File: src/rtl/occ_pkg.sv
// Shared constants, action codes and control types for the occupancy grid core.
`timescale 1ns / 1ps
`default_nettype none
package occ_pkg;

   // Grid dimensions (defaults for the top-level parameters)
   localparam int DEF_GRID_WIDTH  = 64;
   localparam int DEF_GRID_HEIGHT = 64;
   localparam int DEF_GRID_LAYERS = 4;

   // Request action codes
   localparam logic [2:0] ACT_UPDATE  = 3'd0;
   localparam logic [2:0] ACT_ADVANCE = 3'd1;
   localparam logic [2:0] ACT_SET_AGE = 3'd2;
   localparam logic [2:0] ACT_READ    = 3'd3;
   localparam logic [2:0] ACT_FILL    = 3'd4;

   // Configuration register indexes
   localparam logic CSR_RECENT_WINDOW  = 1'b0;
   localparam logic CSR_CERTAINTY_STEP = 1'b1;

   // Cell and age constants
   localparam logic [4:0] AGE_WRAP     = 5'd31;
   localparam logic [2:0] CERT_MAX     = 3'd7;
   localparam logic [4:0] WINDOW_RESET = 5'd13;
   localparam logic [2:0] STEP_RESET   = 3'd2;

   // Commands from the controller to the datapath
   typedef struct packed {
      logic capture;     // latch request fields, issue cell read
      logic exec;        // finish a non-fill transaction and respond
      logic sweep;       // write one cell of the sweep
      logic sweep_zero;  // sweep writes zero (reset clear) instead of fill byte
      logic fill_done;   // respond to a completed fill
   } occ_cmd_type;

   // Status from the datapath to the controller
   typedef struct packed {
      logic sweep_last;  // sweep counter sits at the last cell
   } occ_stat_type;

endpackage
`default_nettype wire

File: src/rtl/occ_ctrl.sv
// Controller state machine: sequences clear, fill sweeps and cell transactions.
`timescale 1ns / 1ps
`default_nettype none
module occ_ctrl (
   input  wire logic               clock,
   input  wire logic               reset,
   input  wire logic               start,
   input  wire logic [2:0]         req_action,
   input  var  occ_pkg::occ_stat_type stat,
   output var  occ_pkg::occ_cmd_type  cmd,
   output logic                    busy
);

   typedef enum logic [1:0] {
      ST_CLEAR,
      ST_IDLE,
      ST_EXEC,
      ST_FILL
   } state_type;

   state_type state_ff, state_in;
   logic      busy_ff, busy_in;

   // Decode commands and next state
   always_comb begin
      state_in = state_ff;
      cmd      = '0;
      case (state_ff)
         ST_CLEAR: begin
            cmd.sweep      = 1'b1;
            cmd.sweep_zero = 1'b1;
            if (stat.sweep_last) begin
               state_in = ST_IDLE;
            end
         end
         ST_IDLE: begin
            if (start) begin
               cmd.capture = 1'b1;
               state_in    = (req_action == occ_pkg::ACT_FILL) ? ST_FILL : ST_EXEC;
            end
         end
         ST_EXEC: begin
            cmd.exec = 1'b1;
            state_in = ST_IDLE;
         end
         ST_FILL: begin
            cmd.sweep = 1'b1;
            if (stat.sweep_last) begin
               cmd.fill_done = 1'b1;
               state_in      = ST_IDLE;
            end
         end
         default: begin
            state_in = ST_IDLE;
         end
      endcase
      busy_in = (state_in != ST_IDLE);
   end

   // Hold state and busy flag
   always_ff @(posedge clock) begin
      if (reset) begin
         state_ff <= ST_CLEAR;
         busy_ff  <= 1'b1;
      end else begin
         state_ff <= state_in;
         busy_ff  <= busy_in;
      end
   end

   assign busy = busy_ff;

   // Accepted transaction keeps the block busy for the next cycle
   a_accept_busy: assert property (@(posedge clock) disable iff (reset)
      (start && !busy_ff) |=> busy_ff)
      else $error("accepted transaction did not raise busy");

   // Clear and fill sweeps never report idle
   a_sweep_busy: assert property (@(posedge clock) disable iff (reset)
      (state_ff == ST_CLEAR || state_ff == ST_FILL) |-> busy_ff)
      else $error("busy low during a sweep");

   // Only one command group is active at a time
   a_cmd_excl: assert property (@(posedge clock) disable iff (reset)
      $onehot0({cmd.capture, cmd.exec, cmd.sweep}))
      else $error("conflicting datapath commands");

endmodule
`default_nettype wire

File: config.mk
export PLATFORM = sky130hd
export DESIGN_NAME = occ_ctrl
export DESIGN_NICKNAME = d
export VERILOG_FILES = /design/src/rtl/occ_pkg.sv /design/src/rtl/occ_ctrl.sv
export SDC_FILE = /design/constraint.sdc
export NUM_CORES = 1
export LEC_CHECK = 0
export BUFFER_PORTS_ARGS = -buffer_cell sky130_fd_sc_hd__buf_2
export CORE_AREA = 2 2 39 41
export DETAILED_ROUTE_END_ITERATION = 16
export DIE_AREA = 0 0 41 43
export MAX_ROUTING_LAYER = met4
export PLACE_DENSITY_LB_ADDON = 0.1
export SLEW_MARGIN = 20
export SYNTH_ARGS = -nofsm -noshare
export SYNTH_HDL_FRONTEND = slang
export SYNTH_SLANG_ARGS = --single-unit
export TNS_END_PERCENT = 20
File: constraint.sdc
create_clock -name clock -period 2.2 [get_ports clock]
set_input_delay 0.44 -clock clock [delete_from_list [all_inputs] [get_ports clock]]
set_output_delay 0.44 -clock clock [all_outputs]
set_load 0.1 [all_outputs]
==> impl_metrics.sql <==
INSERT INTO impl_metrics (metric_group, metric, value, unit) VALUES
('status', 'outcome', 'complete, no violations', ''),
('detailed_routing', 'drc_errors', '0', ''),
('grt', 'grt_overflow', '0', ''),
('setup_path', 'crit_path_cell_chain', 'inv_1 > ha_1 > inv_1 > buf_2', ''),
('clock_tree', 'worst_skew_pair.late_latency', '0.23', 'ns'),
('detailed_routing', 'wl_per_cell', '8.78', 'um'),
('detailed_routing', 'vias_per_cell', '3.78', ''),
('synth', 'area_fraction_in_compound_gates_after_synthesis', '19.8', '%'),
('timing', 'fmax', '504', 'MHz'),
('synth', 'synth-edff-count', '0', ''),
('timing', 'worst_slew_margin_rel', '67.8', '%'),
('setup_path', 'crit_path_frequent_cell', 'sky130_fd_sc_hd__inv_1', ''),
('detailed_routing', 'ant_nets', '0', ''),
('floorplan', 'core_outline_area', '1380', 'um^2'),
('floorplan', 'die_h', '43', 'um'),
('synth', 'synth.net_count', '35', ''),
('clock_tree', 'tritoncts', 'built', ''),
('setup_path', 'worst_ep_arrival_time', '1.55', 'ns'),
('floorplan', 'chipWidth', '41', 'um'),
('setup_path', 'timing.critical_path.fanout_max', '5', ''),
('timing', 'setup_violations', '0', ''),
('grt', 'antenna_found_initial', '0', ''),
('cells_and_area', 'area_growth_syn_to_layout', '48.0', '%'),
('place', 'gp_congestion', '0.675', ''),
('timing', 'final_min_period_over_clock_period', '90.2', '%'),
('floorplan', 'initial_utilization', '16.0', '%'),
('setup_path', 'r2r_setup_slack', '0.83', 'ns'),
('setup_path', 'worst_r2r_path_depth', '5', ''),
('timing', 'finalSetupTns', '0', 'ns'),
('grt', 'track_usage', '6.78', '%'),
('synth', 'part_of_the_yosys_area_used_for_sequential_elements', '27.1', '%'),
('timing', 'fin_skew', '0.000661', 'ns'),
('hold_path', 'hold-path-endpoint', 'state_ff[1]', ''),
('setup_path', 'cpMaxStageDelayCell', 'sky130_fd_sc_hd__buf_2', ''),
('synth', 'ys_async_sr_fraction', '0', '%'),
('synth', 'ys.flop_type', 'sky130_fd_sc_hd__dfxtp_1', ''),
('detailed_routing', 'drt_first_iter_violations', '2', ''),
('clock_tree', 'post-cts-setup-buffer-count', '0', ''),
('synth', 'synth_commonest_cells', '5 x sky130_fd_sc_hd__ha_1, 3 x sky130_fd_sc_hd__dfxtp_1, 3 x sky130_fd_sc_hd__inv_1', ''),
('detailed_routing', 'wl', '483', 'um'),
('timing', 'worst_slew_pin_slew', '0.486', 'ns'),
('synth', 'syn_area_per_cell', '9.63', 'um^2'),
('synth', 'netlist_area', '221', 'um^2'),
('synth', 'synth_simple_gate_area_share', '19.8', '%'),
('cells_and_area', 'n_antenna_cell', '0', ''),
('floorplan', 'fp.dieArea', '1760', 'um^2'),
('clock_tree', 'clk_root_buffer_cell', 'sky130_fd_sc_hd__clkbuf_4', ''),
('synth', 'synthDominantAreaCellType', 'sky130_fd_sc_hd__ha_1', ''),
('synth', 'netlist_instances', '23', ''),
('setup_path', 'ff_to_ff_start', 'state_ff[0]', ''),
('synth', 'synth_xor_xnor_area_share', '0', '%'),
('cells_and_area', 'fillCellCount', '165', ''),
('grt', 'grt_first_pass_wirelength', '779', 'um'),
('synth', 'synth.yosys.warnings', '0', ''),
('synth', 'synth-adder-area-share', '28.2', '%'),
('clock_tree', 'cts_htree_levels', '1', ''),
('place', 'count_of_input_and_output_buffers', '12', ''),
('floorplan', 'core.rowCount', '14', ''),
('hold_path', 'timing.hold.worst_path_depth', '2', ''),
('detailed_routing', 'dr_total_vias', '208', ''),
('clock_tree', 'cts-buffers-inserted', '3', ''),
('grt', 'vias_in_the_first_global_route', '202', ''),
('setup_path', 'critPathKind', 'register to output port', ''),
('setup_path', 'crit_start_category', 'register', ''),
('cells_and_area', 'share_of_final_layout_standard_cells_stronger_than_drive_strength_1', '46.2', '%'),
('synth', 'synth_top_family_by_area', 'adder cells', ''),
('synth', 'synth.area.mux_share', '0', '%'),
('setup_path', 'cp_data_required_time', '1.76', 'ns'),
('synth', 'post_synth_top_area_share', '28.2', '%'),
('synth', 'cell_with_the_most_instances_after_synthesis', 'sky130_fd_sc_hd__ha_1', ''),
('synth', 'netlist_top_cells_area', 'sky130_fd_sc_hd__ha_1 28%, sky130_fd_sc_hd__dfxtp_1 27%, sky130_fd_sc_hd__o21bai_1 6.8%, sky130_fd_sc_hd__a22oi_2 5.6%, sky130_fd_sc_hd__and2_1 5.6%', '');
[final cells by class]
type	instances	area, um^2	area share, %
tap	16	20.0	6.11
inverter	3	11.3	3.44
timing repair buffer	12	60.1	18.3
clock buffer	4	26.3	8.02
multi-input combinational	17	150	45.8
sequential	3	60.1	18.3
[critical path: cells and delay by family (launching register included)]
family                     cells  cell delay, ns
buffers and inverters          3            0.58
DFF                            1            0.40
adders and majority gates      1            0.33
[sequential cells by signal, summed over array words and instances, names as in the netlist]
signal	count
busy	1
state_ff	2
[metrics by stage]
step | cell area, um^2 | utilization, % | instances | hold slack [ns] | setup WS, ns
after detailed placement | 302 | 21.8 | 51 | 0.581 | 0.443
after floorplan | 221 | - | 23 | 0.512 | 0.398
after global routing | 328 | 23.7 | 55 | 0.404 | 0.127
after global placement | 302 | 21.8 | 51 | 0.582 | 0.456
final | 328 | 23.7 | 55 | 0.395 | 0.215
after CTS | 328 | 23.7 | 55 | 0.385 | 0.186
[cells in the final DEF (no fill, tap or decap)]
master	n
sky130_fd_sc_hd__inv_1	3
sky130_fd_sc_hd__buf_2	12
sky130_fd_sc_hd__clkbuf_1	1
sky130_fd_sc_hd__and2_1	2
sky130_fd_sc_hd__o21bai_1	2
sky130_fd_sc_hd__and2_2	1
sky130_fd_sc_hd__dfxtp_1	3
sky130_fd_sc_hd__a21oi_2	1
sky130_fd_sc_hd__o211ai_1	1
sky130_fd_sc_hd__clkbuf_4	3
sky130_fd_sc_hd__nor2_1	2
sky130_fd_sc_hd__ha_1	5
sky130_fd_sc_hd__a22oi_2	1
sky130_fd_sc_hd__nand3_1	1
sky130_fd_sc_hd__nand4bb_1	1
[worst max-delay path by stage]
| stage | startpoint | endpoint | depth (start not counted) |
|---|---|---|---|
| after floorplan | state_ff[0] | cmd[2] | 3 |
| after global placement | state_ff[0] | cmd[2] | 4 |
| after detailed placement | state_ff[0] | cmd[2] | 4 |
| after CTS | state_ff[0] | cmd[2] | 4 |
| after global routing | state_ff[0] | cmd[2] | 4 |
| final | state_ff[0] | cmd[2] | 4 |
[kinds of logic (layout without fill, tap and decap cells)]
kind of cell / count (synthesis) / count (layout)
compound gates: 5 / 5
fa+ha+maj: 5 / 5
flops: 3 / 3
simple gates: 7 / 7
buf+inv: 3 / 19
[metal layers]
| metal | share of wire (%) | track usage [%] | up-vias |
|---|---|---|---|
| li1 | - | - | 111 |
| met1 | 41 | 8.63 | 91 |
| met2 | 51 | 8.44 | 6 |
| met3 | 7.9 | 1.57 | 0 |
| met4 | 0 | 6.00 | 0 |
| met5 | 0 | - | - |
Power is left out: the tool's default activity adds up to more than one toggle a clock period on the data nets, which glitch-free logic cannot reach.
